**src/hdl/kci_pkg.sv**
```systemverilog
// shared types, codes and constants of the keyframe curve interpolator
// no dependencies
package kci_pkg;
   localparam int TABLE_DEPTH = 64;
   localparam int IDX_W = $clog2(TABLE_DEPTH);
   localparam int CNT_W = IDX_W + 1;
   localparam int SPAN_MIN = 7;
   localparam int QUEUE_DEPTH = 2;

   localparam logic [1:0] CMD_EVAL = 2'd0;
   localparam logic [1:0] CMD_ADD = 2'd1;
   localparam logic [1:0] CMD_REMOVE = 2'd2;
   localparam logic [1:0] CMD_NOP = 2'd3;

   localparam logic [1:0] ST_DONE = 2'd0;
   localparam logic [1:0] ST_FULL = 2'd1;
   localparam logic [1:0] ST_RANGE = 2'd2;
   localparam logic [1:0] ST_MIN_TWO = 2'd3;

   typedef struct packed {
      logic [1:0] command;
      logic signed [31:0] time_point;
      logic signed [31:0] key_value;
      logic [5:0] key_index;
   } req_word_type;

   typedef struct packed {
      logic signed [31:0] curve_value;
      logic [1:0] status;
      logic [6:0] entry_count;
   } rsp_word_type;
endpackage

```
**src/hdl/kci_stream_if.sv**
```systemverilog
// valid/ready channel carrying one word of a given type
// no dependencies
interface kci_stream_if #(parameter type word_type = logic) (input logic clock);
   logic valid;
   logic ready;
   word_type word;
   modport source (output valid, output word, input ready);
   modport sink (input valid, input word, output ready);
endinterface

```
**src/hdl/keyframe_curve_interpolator_top.sv**
```systemverilog
// an unused, refused or empty-table word is answered without touching the table;
// add or remove shifts entries one by one; evaluate answers with the key value at or
// before the first key or at or after the last, else scans keys, then divides unless the span is under SPAN_MIN
// the engine holds one word at a time; reset: synchronous, empties table and queue
// top level of the keyframe curve interpolator
// depends on kci_pkg, kci_stream_if, kci_front, kci_engine
module keyframe_curve_interpolator_top import kci_pkg::*; (
   input logic clock,
   input logic reset,
   kci_stream_if.sink req,
   kci_stream_if.source rsp
);
   logic q_valid, q_ready;
   req_word_type q_word;

   kci_front u_front (
      .clock(clock), .reset(reset), .in_valid(req.valid), .in_ready(req.ready),
      .in_word(req.word), .q_valid(q_valid), .q_ready(q_ready), .q_word(q_word)
   );

   kci_engine u_engine (
      .clock(clock), .reset(reset), .q_valid(q_valid), .q_ready(q_ready),
      .q_word(q_word), .out_valid(rsp.valid), .out_ready(rsp.ready),
      .out_word(rsp.word)
   );
endmodule

```
**src/hdl/kci_front.sv**
```systemverilog
// front end: accepts command words and queues them for the engine
// depends on kci_pkg
module kci_front import kci_pkg::*; (
   input logic clock,
   input logic reset,
   input logic in_valid,
   output logic in_ready,
   input req_word_type in_word,
   output logic q_valid,
   input logic q_ready,
   output req_word_type q_word
);
   req_word_type mem_ff [QUEUE_DEPTH];
   logic wr_ptr_ff, wr_ptr_in, rd_ptr_ff, rd_ptr_in;
   logic [1:0] fill_ff, fill_in;
   logic push, pop;

   assign in_ready = fill_ff != 2'(QUEUE_DEPTH);
   assign q_valid = fill_ff != 2'd0;
   assign q_word = mem_ff[rd_ptr_ff];
   assign push = in_valid && in_ready;
   assign pop = q_valid && q_ready;

   always_comb begin
      wr_ptr_in = push ? ~wr_ptr_ff : wr_ptr_ff;
      rd_ptr_in = pop ? ~rd_ptr_ff : rd_ptr_ff;
      fill_in = fill_ff + {1'b0, push} - {1'b0, pop};
   end

   always_ff @(posedge clock) begin
      if (reset) begin
         wr_ptr_ff <= 1'b0;
         rd_ptr_ff <= 1'b0;
         fill_ff <= 2'd0;
      end else begin
         wr_ptr_ff <= wr_ptr_in;
         rd_ptr_ff <= rd_ptr_in;
         fill_ff <= fill_in;
      end
   end

   always_ff @(posedge clock) begin
      if (push) begin
         mem_ff[wr_ptr_ff] <= in_word;
      end
   end
endmodule

```
**src/hdl/kci_divider.sv**
```systemverilog
// restoring divider, 64-bit dividend by 33-bit divisor, one bit a cycle
// depends on kci_pkg
module kci_divider import kci_pkg::*; (
   input logic clock,
   input logic reset,
   input logic start,
   input logic [63:0] dividend,
   input logic [32:0] divisor,
   output logic busy,
   output logic [63:0] quotient
);
   logic [63:0] quo_ff, quo_in;
   logic [33:0] rem_ff, rem_in;
   logic [32:0] den_ff, den_in;
   logic [6:0] cnt_ff, cnt_in;
   logic [33:0] trial;

   assign busy = cnt_ff != 7'd0;
   assign quotient = quo_ff;

   always_comb begin
      quo_in = quo_ff;
      rem_in = rem_ff;
      den_in = den_ff;
      cnt_in = cnt_ff;
      trial = {rem_ff[32:0], quo_ff[63]};
      if (start) begin
         quo_in = dividend;
         rem_in = 34'd0;
         den_in = divisor;
         cnt_in = 7'd64;
      end else if (busy) begin
         if (trial >= {1'b0, den_ff}) begin
            rem_in = trial - {1'b0, den_ff};
            quo_in = {quo_ff[62:0], 1'b1};
         end else begin
            rem_in = trial;
            quo_in = {quo_ff[62:0], 1'b0};
         end
         cnt_in = cnt_ff - 7'd1;
      end
   end

   always_ff @(posedge clock) begin
      if (reset) begin
         cnt_ff <= 7'd0;
      end else begin
         cnt_ff <= cnt_in;
      end
      quo_ff <= quo_in;
      rem_ff <= rem_in;
      den_ff <= den_in;
   end
endmodule

```
**src/hdl/kci_engine.sv**
```systemverilog
// back end: keyframe table, insert and remove shifting, curve evaluation
// depends on kci_pkg and kci_divider
module kci_engine import kci_pkg::*; (
   input logic clock,
   input logic reset,
   input logic q_valid,
   output logic q_ready,
   input req_word_type q_word,
   output logic out_valid,
   input logic out_ready,
   output rsp_word_type out_word
);
   localparam logic [3:0] S_IDLE = 4'd0;
   localparam logic [3:0] S_ADD_RD = 4'd1;
   localparam logic [3:0] S_ADD_CMP = 4'd2;
   localparam logic [3:0] S_REM_RD = 4'd3;
   localparam logic [3:0] S_REM_WR = 4'd4;
   localparam logic [3:0] S_EV_RD = 4'd5;
   localparam logic [3:0] S_EV_CMP = 4'd6;
   localparam logic [3:0] S_MUL = 4'd7;
   localparam logic [3:0] S_DIV = 4'd8;
   localparam logic [3:0] S_DIV_WAIT = 4'd9;
   localparam logic [3:0] S_OUT = 4'd10;
   localparam logic [3:0] S_EV_LRD = 4'd11;
   localparam logic [3:0] S_EV_LCMP = 4'd12;

   logic [31:0] time_mem [TABLE_DEPTH];
   logic [31:0] value_mem [TABLE_DEPTH];
   logic [31:0] rd_t_ff, rd_v_ff;

   logic [3:0] state_ff, state_in;
   logic [CNT_W-1:0] count_ff, count_in;
   logic [CNT_W-1:0] pos_ff, pos_in;
   req_word_type cur_ff, cur_in;
   logic signed [31:0] prev_t_ff, prev_t_in, prev_v_ff, prev_v_in;
   logic prev_ok_ff, prev_ok_in;
   logic [31:0] mag_ff, mag_in, num_ff, num_in;
   logic [32:0] span_ff, span_in;
   logic neg_ff, neg_in;
   logic [63:0] prod_ff, prod_in;
   rsp_word_type rsp_ff, rsp_in;
   logic out_valid_ff, out_valid_in;

   logic rd_en, wr_en;
   logic [IDX_W-1:0] rd_addr, wr_addr;
   logic [31:0] wr_t, wr_v;
   logic div_start, div_busy;
   logic [63:0] div_q;
   logic signed [32:0] diff;
   logic signed [31:0] tq;

   kci_divider u_div (
      .clock(clock), .reset(reset), .start(div_start), .dividend(prod_ff),
      .divisor(span_ff), .busy(div_busy), .quotient(div_q)
   );

   assign q_ready = state_ff == S_IDLE && !out_valid_ff;
   assign out_valid = out_valid_ff;
   assign out_word = rsp_ff;

   always_comb begin
      state_in = state_ff;
      count_in = count_ff;
      pos_in = pos_ff;
      cur_in = cur_ff;
      prev_t_in = prev_t_ff;
      prev_v_in = prev_v_ff;
      prev_ok_in = prev_ok_ff;
      mag_in = mag_ff;
      num_in = num_ff;
      span_in = span_ff;
      neg_in = neg_ff;
      prod_in = prod_ff;
      rsp_in = rsp_ff;
      out_valid_in = out_valid_ff;
      rd_en = 1'b0;
      rd_addr = pos_ff[IDX_W-1:0];
      wr_en = 1'b0;
      wr_addr = pos_ff[IDX_W-1:0];
      wr_t = cur_ff.time_point;
      wr_v = cur_ff.key_value;
      div_start = 1'b0;
      tq = cur_ff.time_point;
      diff = 33'(signed'(rd_v_ff)) - 33'(prev_v_ff);
      if (out_valid_ff && out_ready) begin
         out_valid_in = 1'b0;
      end
      case (state_ff)
         S_IDLE: begin
            if (q_valid && !out_valid_ff) begin
               cur_in = q_word;
               rsp_in = '{curve_value: 32'sd0, status: ST_DONE, entry_count: count_ff};
               prev_ok_in = 1'b0;
               case (q_word.command)
                  CMD_EVAL: begin
                     if (count_ff == '0) begin
                        state_in = S_OUT;
                     end else begin
                        pos_in = '0;
                        state_in = S_EV_RD;
                     end
                  end
                  CMD_ADD: begin
                     if (count_ff == CNT_W'(TABLE_DEPTH)) begin
                        rsp_in.status = ST_FULL;
                        state_in = S_OUT;
                     end else begin
                        pos_in = count_ff;
                        state_in = S_ADD_RD;
                     end
                  end
                  CMD_REMOVE: begin
                     if (CNT_W'(q_word.key_index) >= count_ff) begin
                        rsp_in.status = ST_RANGE;
                        state_in = S_OUT;
                     end else if (count_ff <= CNT_W'(2)) begin
                        rsp_in.status = ST_MIN_TWO;
                        state_in = S_OUT;
                     end else begin
                        pos_in = CNT_W'(q_word.key_index);
                        state_in = S_REM_RD;
                     end
                  end
                  default: begin
                     state_in = S_OUT;
                  end
               endcase
            end
         end
         S_ADD_RD: begin
            if (pos_ff == '0) begin
               wr_en = 1'b1;
               count_in = count_ff + 1'b1;
               rsp_in.entry_count = 7'(count_ff + 1'b1);
               state_in = S_OUT;
            end else begin
               rd_en = 1'b1;
               rd_addr = IDX_W'(pos_ff - 1'b1);
               state_in = S_ADD_CMP;
            end
         end
         S_ADD_CMP: begin
            if ($signed(rd_t_ff) > cur_ff.time_point) begin
               wr_en = 1'b1;
               wr_t = rd_t_ff;
               wr_v = rd_v_ff;
               pos_in = pos_ff - 1'b1;
               state_in = S_ADD_RD;
            end else begin
               wr_en = 1'b1;
               count_in = count_ff + 1'b1;
               rsp_in.entry_count = 7'(count_ff + 1'b1);
               state_in = S_OUT;
            end
         end
         S_REM_RD: begin
            if (pos_ff + 1'b1 >= count_ff) begin
               count_in = count_ff - 1'b1;
               rsp_in.entry_count = 7'(count_ff - 1'b1);
               state_in = S_OUT;
            end else begin
               rd_en = 1'b1;
               rd_addr = IDX_W'(pos_ff + 1'b1);
               state_in = S_REM_WR;
            end
         end
         S_REM_WR: begin
            wr_en = 1'b1;
            wr_t = rd_t_ff;
            wr_v = rd_v_ff;
            pos_in = pos_ff + 1'b1;
            state_in = S_REM_RD;
         end
         S_EV_RD: begin
            rd_en = 1'b1;
            state_in = S_EV_CMP;
         end
         S_EV_CMP: begin
            if (!prev_ok_ff && tq <= $signed(rd_t_ff)) begin
               rsp_in.curve_value = rd_v_ff;
               state_in = S_OUT;
            end else if (!prev_ok_ff) begin
               // past the first key, check the last key before scanning
               prev_ok_in = 1'b1;
               prev_t_in = rd_t_ff;
               prev_v_in = rd_v_ff;
               pos_in = count_ff - 1'b1;
               state_in = S_EV_LRD;
            end else if (tq <= $signed(rd_t_ff)) begin
               span_in = 33'($signed(rd_t_ff)) - 33'(prev_t_ff);
               num_in = 32'(33'(tq) - 33'(prev_t_ff));
               neg_in = diff < 0;
               mag_in = diff < 0 ? 32'(-diff) : 32'(diff);
               if (33'($signed(rd_t_ff)) - 33'(prev_t_ff) < 33'(SPAN_MIN)) begin
                  rsp_in.curve_value = prev_v_ff;
                  state_in = S_OUT;
               end else begin
                  state_in = S_MUL;
               end
            end else if (pos_ff + 1'b1 >= count_ff) begin
               rsp_in.curve_value = rd_v_ff;
               state_in = S_OUT;
            end else begin
               prev_t_in = rd_t_ff;
               prev_v_in = rd_v_ff;
               pos_in = pos_ff + 1'b1;
               state_in = S_EV_RD;
            end
         end
         S_EV_LRD: begin
            rd_en = 1'b1;
            state_in = S_EV_LCMP;
         end
         S_EV_LCMP: begin
            if (tq >= $signed(rd_t_ff)) begin
               rsp_in.curve_value = rd_v_ff;
               state_in = S_OUT;
            end else begin
               pos_in = CNT_W'(1);
               state_in = S_EV_RD;
            end
         end
         S_MUL: begin
            prod_in = 64'(mag_ff) * 64'(num_ff);
            state_in = S_DIV;
         end
         S_DIV: begin
            div_start = 1'b1;
            state_in = S_DIV_WAIT;
         end
         S_DIV_WAIT: begin
            if (!div_busy) begin
               rsp_in.curve_value = neg_ff ? prev_v_ff - div_q[31:0]
                                           : prev_v_ff + div_q[31:0];
               state_in = S_OUT;
            end
         end
         S_OUT: begin
            out_valid_in = 1'b1;
            state_in = S_IDLE;
         end
         default: begin
            state_in = S_IDLE;
         end
      endcase
   end

   always_ff @(posedge clock) begin
      if (reset) begin
         state_ff <= S_IDLE;
         count_ff <= '0;
         out_valid_ff <= 1'b0;
      end else begin
         state_ff <= state_in;
         count_ff <= count_in;
         out_valid_ff <= out_valid_in;
      end
      pos_ff <= pos_in;
      cur_ff <= cur_in;
      prev_t_ff <= prev_t_in;
      prev_v_ff <= prev_v_in;
      prev_ok_ff <= prev_ok_in;
      mag_ff <= mag_in;
      num_ff <= num_in;
      span_ff <= span_in;
      neg_ff <= neg_in;
      prod_ff <= prod_in;
      rsp_ff <= rsp_in;
   end

   always_ff @(posedge clock) begin
      if (wr_en) begin
         time_mem[wr_addr] <= wr_t;
         value_mem[wr_addr] <= wr_v;
      end
      if (rd_en) begin
         rd_t_ff <= time_mem[rd_addr];
         rd_v_ff <= value_mem[rd_addr];
      end
   end
endmodule

```
**src/flat_wrapper.sv**
```systemverilog
// flat-port wrapper written by rule: the top's interface ports become plain ports
module keyframe_curve_interpolator_top_flat import kci_pkg::*;
  (clock, reset, req_valid, req_word, req_ready, rsp_valid, rsp_word, rsp_ready);
  kci_stream_if req_i (.clock(clock));
  kci_stream_if rsp_i (.clock(clock));
  input logic clock;
  input logic reset;
  input wire logic [$bits(req_i.valid)-1:0] req_valid;
  input wire logic [$bits(req_i.word)-1:0] req_word;
  output wire logic [$bits(req_i.ready)-1:0] req_ready;
  output wire logic [$bits(rsp_i.valid)-1:0] rsp_valid;
  output wire logic [$bits(rsp_i.word)-1:0] rsp_word;
  input wire logic [$bits(rsp_i.ready)-1:0] rsp_ready;
  assign req_i.valid = req_valid;
  assign req_i.word = req_word;
  assign req_ready = req_i.ready;
  assign rsp_valid = rsp_i.valid;
  assign rsp_word = rsp_i.word;
  assign rsp_i.ready = rsp_ready;
  keyframe_curve_interpolator_top u_core (.clock(clock), .reset(reset), .req(req_i), .rsp(rsp_i));
endmodule
```
**config.mk**
```make
export PLATFORM = sky130hd
export DESIGN_NAME = keyframe_curve_interpolator_top_flat
export DESIGN_NICKNAME = d
export VERILOG_FILES = /design/src/hdl/kci_pkg.sv /design/src/hdl/kci_stream_if.sv /design/src/hdl/keyframe_curve_interpolator_top.sv /design/src/hdl/kci_front.sv /design/src/hdl/kci_divider.sv /design/src/hdl/kci_engine.sv /design/src/flat_wrapper.sv
export SDC_FILE = /design/constraint.sdc
export NUM_CORES = 2
export LEC_CHECK = 0
export ABC_AREA = 1
export BUFFER_PORTS_ARGS = -buffer_cell sky130_fd_sc_hd__buf_2
export CORE_MARGIN = 5
export CORE_UTILIZATION = 65
export DETAILED_ROUTE_END_ITERATION = 16
export GPL_TIMING_DRIVEN = 0
export PLACE_DENSITY_LB_ADDON = 0.12
export SLEW_MARGIN = 40
export SYNTH_ARGS = -nofsm -noshare
export SYNTH_HDL_FRONTEND = slang
export SYNTH_MEMORY_MAX_BITS = 65536
export SYNTH_SLANG_ARGS = --single-unit
```
**constraint.sdc**
```tcl
create_clock -name clock -period 9.6 [get_ports clock]
set_clock_uncertainty 0.15 [all_clocks]
set_input_delay 1.44 -clock clock [delete_from_list [all_inputs] [get_ports clock]]
set_output_delay 1.44 -clock clock [all_outputs]
set_load 0.1 [all_outputs]
```
==> flow_summary.json <==
{
  "hold_path_class": "register to register",
  "wl_per_cell_um": 28.8,
  "tightestPinTransition_ns": 0.989,
  "cts_tree": "yes",
  "holdPathStages": 1,
  "pre_cts_ws_ns": 3.29,
  "slew_headroom_pct": 34.1,
  "ir_drop_mv": 0.267,
  "dieArea_sq_mm": 0.148,
  "yosysWarnings": 0,
  "ios": 8,
  "timing.final.crit_share_pct": 72.4,
  "drive_gt1_share_pct": 15.4,
  "ant_nets": 0,
  "nets": 8177,
  "synth_area_leaders": "edfxtp_1, nand2_1, nand3_1",
  "leakagePower_nw": 38.3,
  "grt_pass1_wl_um": 418000,
  "final.fill_count": 8705,
  "cts_max_path_buffers": 3,
  "hold_viol": 0,
  "period_minus_slack_ns": 6.95,
  "critPathLaunchType": "register",
  "cts_sinks": 2142,
  "finalWirelength_um": 293000,
  "syn_inst": 7679,
  "gp_congestion": 1.19,
  "dp_hpwl_um": 210000,
  "grt_use_total_pct": 39.4,
  "placed_cell_area_sq_mm": 0.0985,
  "reg2reg_to": "u_core.u_engine.rd_t_ff[10]",
  "slew_viol_final": 0,
  "grt_start_max_net_pins": 33,
  "yosysTopAreaCell": "edfxtp_1",
  "postSynthAreaPerCell_sq_um": 11.9,
  "synthDistinctLibCells": 48,
  "synth_ff_type": "edfxtp_1",
  "finalSetupViolCount": 0,
  "reg2regPathDepth": 26,
  "synth-edff-count": 2121,
  "worst_slack_ns": 2.65,
  "die_y_um": 384,
  "die_w_um": 384,
  "status": "complete, no violations",
  "core_sq_mm": 0.139,
  "io_buffers": 6,
  "rsz0062_at_grt": "no",
  "drt_pass1_iterations": 8,
  "report.power.total_mw": 38.4,
  "worstHoldStart": "u_core.u_front.fill_ff[1]",
  "post-route-drc-count": 0,
  "area_growth_pct": 15.3,
  "rows": 137,
  "htreeDepth": 4,
  "path_max_fanout": 10,
  "drt-initial-drc-count": 10700,
  "antenna_found_initial": 15,
  "worstSetupStartpoint": "u_core.u_engine.pos_ff[0]",
  "cp.required_ns": 10.12,
  "timing.fmax_mhz": 144,
  "critPathKind": "register to register",
  "root_buffer": "clkbuf_16",
  "synth_fp_nets": 7736,
  "power.density_mw_per_mm2": 366,
  "syn_area_sq_mm": 0.0910,
  "timing.reg2reg.setup_slack_ns": 2.65,
  "clk_pin_slew_ns": 0.06,
  "grt_pass1_vias": 62300,
  "fin_tns_setup_ns": 0,
  "regToRegStartpoint": "u_core.u_engine.pos_ff[0]",
  "start_util_pct": 65.3,
  "worstSkewPairLatency_ns": 0.86,
  "postCtsSetupBuffers": 0,
  "final_cell_area_sq_mm": 0.105,
  "ys_ff_latch": 2142,
  "viasPerCell": 6.49,
  "holdPathEnd": "u_core.u_front.fill_ff[1]",
  "async_flop_share_pct": 0,
  "crit_path_end_kind": "register",
  "synth_top_area_share_pct": 70.0,
  "cap_violations": 0,
  "cts_resized": 0,
  "grt_overflow": 0,
  "cts_hold_buf": 0,
  "cts_buffers": 206,
  "seq_area_frac_synth_pct": 70.4,
  "vias": 66100,
  "hold_ws_ns": 0.333,
  "cp.arrival_ns": 7.47
}
## critical path: stages (launching register included)
cell and delay [ns]:
edfxtp_1 0.39, buf_4 0.19, clkinv_1 0.26, nor2_1 0.30, inv_1 0.20, o21ai_0 0.20
inv_1 0.14, ha_1 0.31, nand2_1 0.09, o21ai_1 0.07, a21oi_1 0.11, nand2_1 0.21
inv_1 0.19, nand2_2 0.13, inv_1 0.20, a21oi_1 0.09, nand2_1 0.08, nand2_2 0.32
inv_2 0.36, buf_2 0.61, buf_2 0.39, nand2_1 0.10, nand3_1 0.13, nand3_1 0.17
nand3_1 0.31, nand3_1 0.62, nand2_1 0.42
## worst max-delay path by stage
stage | cells after the start | endpoint | slack [ns]
finish | 26 | u_core.u_engine.rd_t_ff[10] | 2.65
global route | 26 | u_core.u_engine.rd_t_ff[10] | 2.64
CTS | 26 | u_core.u_engine.rd_t_ff[13] | 3.25
detailed placement | 24 | u_core.u_engine.rd_t_ff[13] | 3.29
global placement | 6 | u_core.u_engine.time_mem[18][31] | 1.61
floorplan | 13 | u_core.u_engine.prev_t_ff[0] | 4.76
## cells in the final DEF (no fill, tap or decap), drive strengths merged, types with 2 or more instances in the layout
cell	n
o22ai	3
clkinvlp	7
a31oi	2
buf	467
a2111oi	3
nand3	1019
bufinv	14
edfxtp	2121
diode	8
nand3b	2
nand2	2196
ha	51
nor4	9
clkinv	93
inv	328
o21a	3
nor2	223
o221ai	2
dfxtp	21
clkbuf	482
a211oi	7
a22oi	2
xor2	15
o211ai	582
a21oi	44
xnor2	6
a21boi	3
or2	516
nand4	15
nor3	20
o21ai	31
## power by group
group	switching (mW)	leakage [nW]	total (mW)	internal [mW]
clock network	3.52	3.13	7.88	4.36
registers	0.162	19.7	11.5	11.3
logic	14.1	15.4	19.0	4.94
total	17.8	38.3	38.4	20.6
## flip-flops by register name, summed over array words and instances (netlist names)
signal	cells
u_core.u_engine.time_mem	2048
u_core.u_engine.u_div.cnt_ff	7
u_core.u_engine.rd_t_ff	32
u_core.u_engine.count_ff	7
u_core.u_front.fill_ff	2
u_core.u_engine.prev_ok_ff	1
u_core.u_engine.out_word	1
u_core.u_engine.prev_t_ff	32
u_core.u_engine.state_ff	4
u_core.u_engine.pos_ff	7
u_core.u_engine.out_valid	1
## cell families after synthesis
kind of cell,synth area share (%)
flops,70.4
xor+xnor,0.202
compound gates,5.45
fa+ha+maj,0.723
buf+inv,3.71
simple gates,19.5
## layout make-up
type | count | area, sq um | share of cell area (%)
plain buffers | 452 | 2190 | 2.09
repair buffers | 233 | 4350 | 4.14
clock buffers | 265 | 5420 | 5.16
well taps | 1876 | 2350 | 2.24
diodes | 8 | 20.0 | 0.0191
clock inverters | 118 | 1020 | 0.968
inverters | 324 | 1220 | 1.17
flip-flops and latches | 2142 | 64100 | 61.1
multi-input cells | 4761 | 24300 | 23.2
## Yosys cell counts, drive strengths merged (2+ instances only)
cell type and instances:
o21ai 31, xnor2 6, ha 51, nor2 223, buf 235, clkbuf 217
inv 322, nand2 2196, a21oi 44, clkinv 2, nor4 9, nand3 1019
nor3 20, xor2 15, a22oi 2, o211ai 582, o221ai 2, nand4 15
a211oi 7, nand3b 2, o22ai 3, o21a 3, or2 516, a21boi 3
a2111oi 3, edfxtp 2121, dfxtp 21, a31oi 2
## stage by stage
| stage | utilization, % | instances |
|---|---|---|
| 3_5_place_dp | 70.7 | 9786 |
| 4_1_cts | 75.3 | 10200 |
| 5_1_grt | 75.3 | 10200 |
| 2_1_floorplan | - | 7679 |
| 6_report | 75.3 | 10200 |
| 3_3_place_gp | 67.0 | 9561 |
## per-layer routing
metal / GRT usage, % / routed length, um / share of wire, % / up-vias
met4: 22.5 / 21500 / 7.3 / 8
met5: 0.628 / 169 / 0.058 / -
met3: 13.0 / 41800 / 14 / 1129
li1: - / - / - / 28100
met1: 51.4 / 101000 / 35 / 31500
met2: 58.7 / 128000 / 44 / 5315
Note: power is estimated with default switching activity, not from simulation.
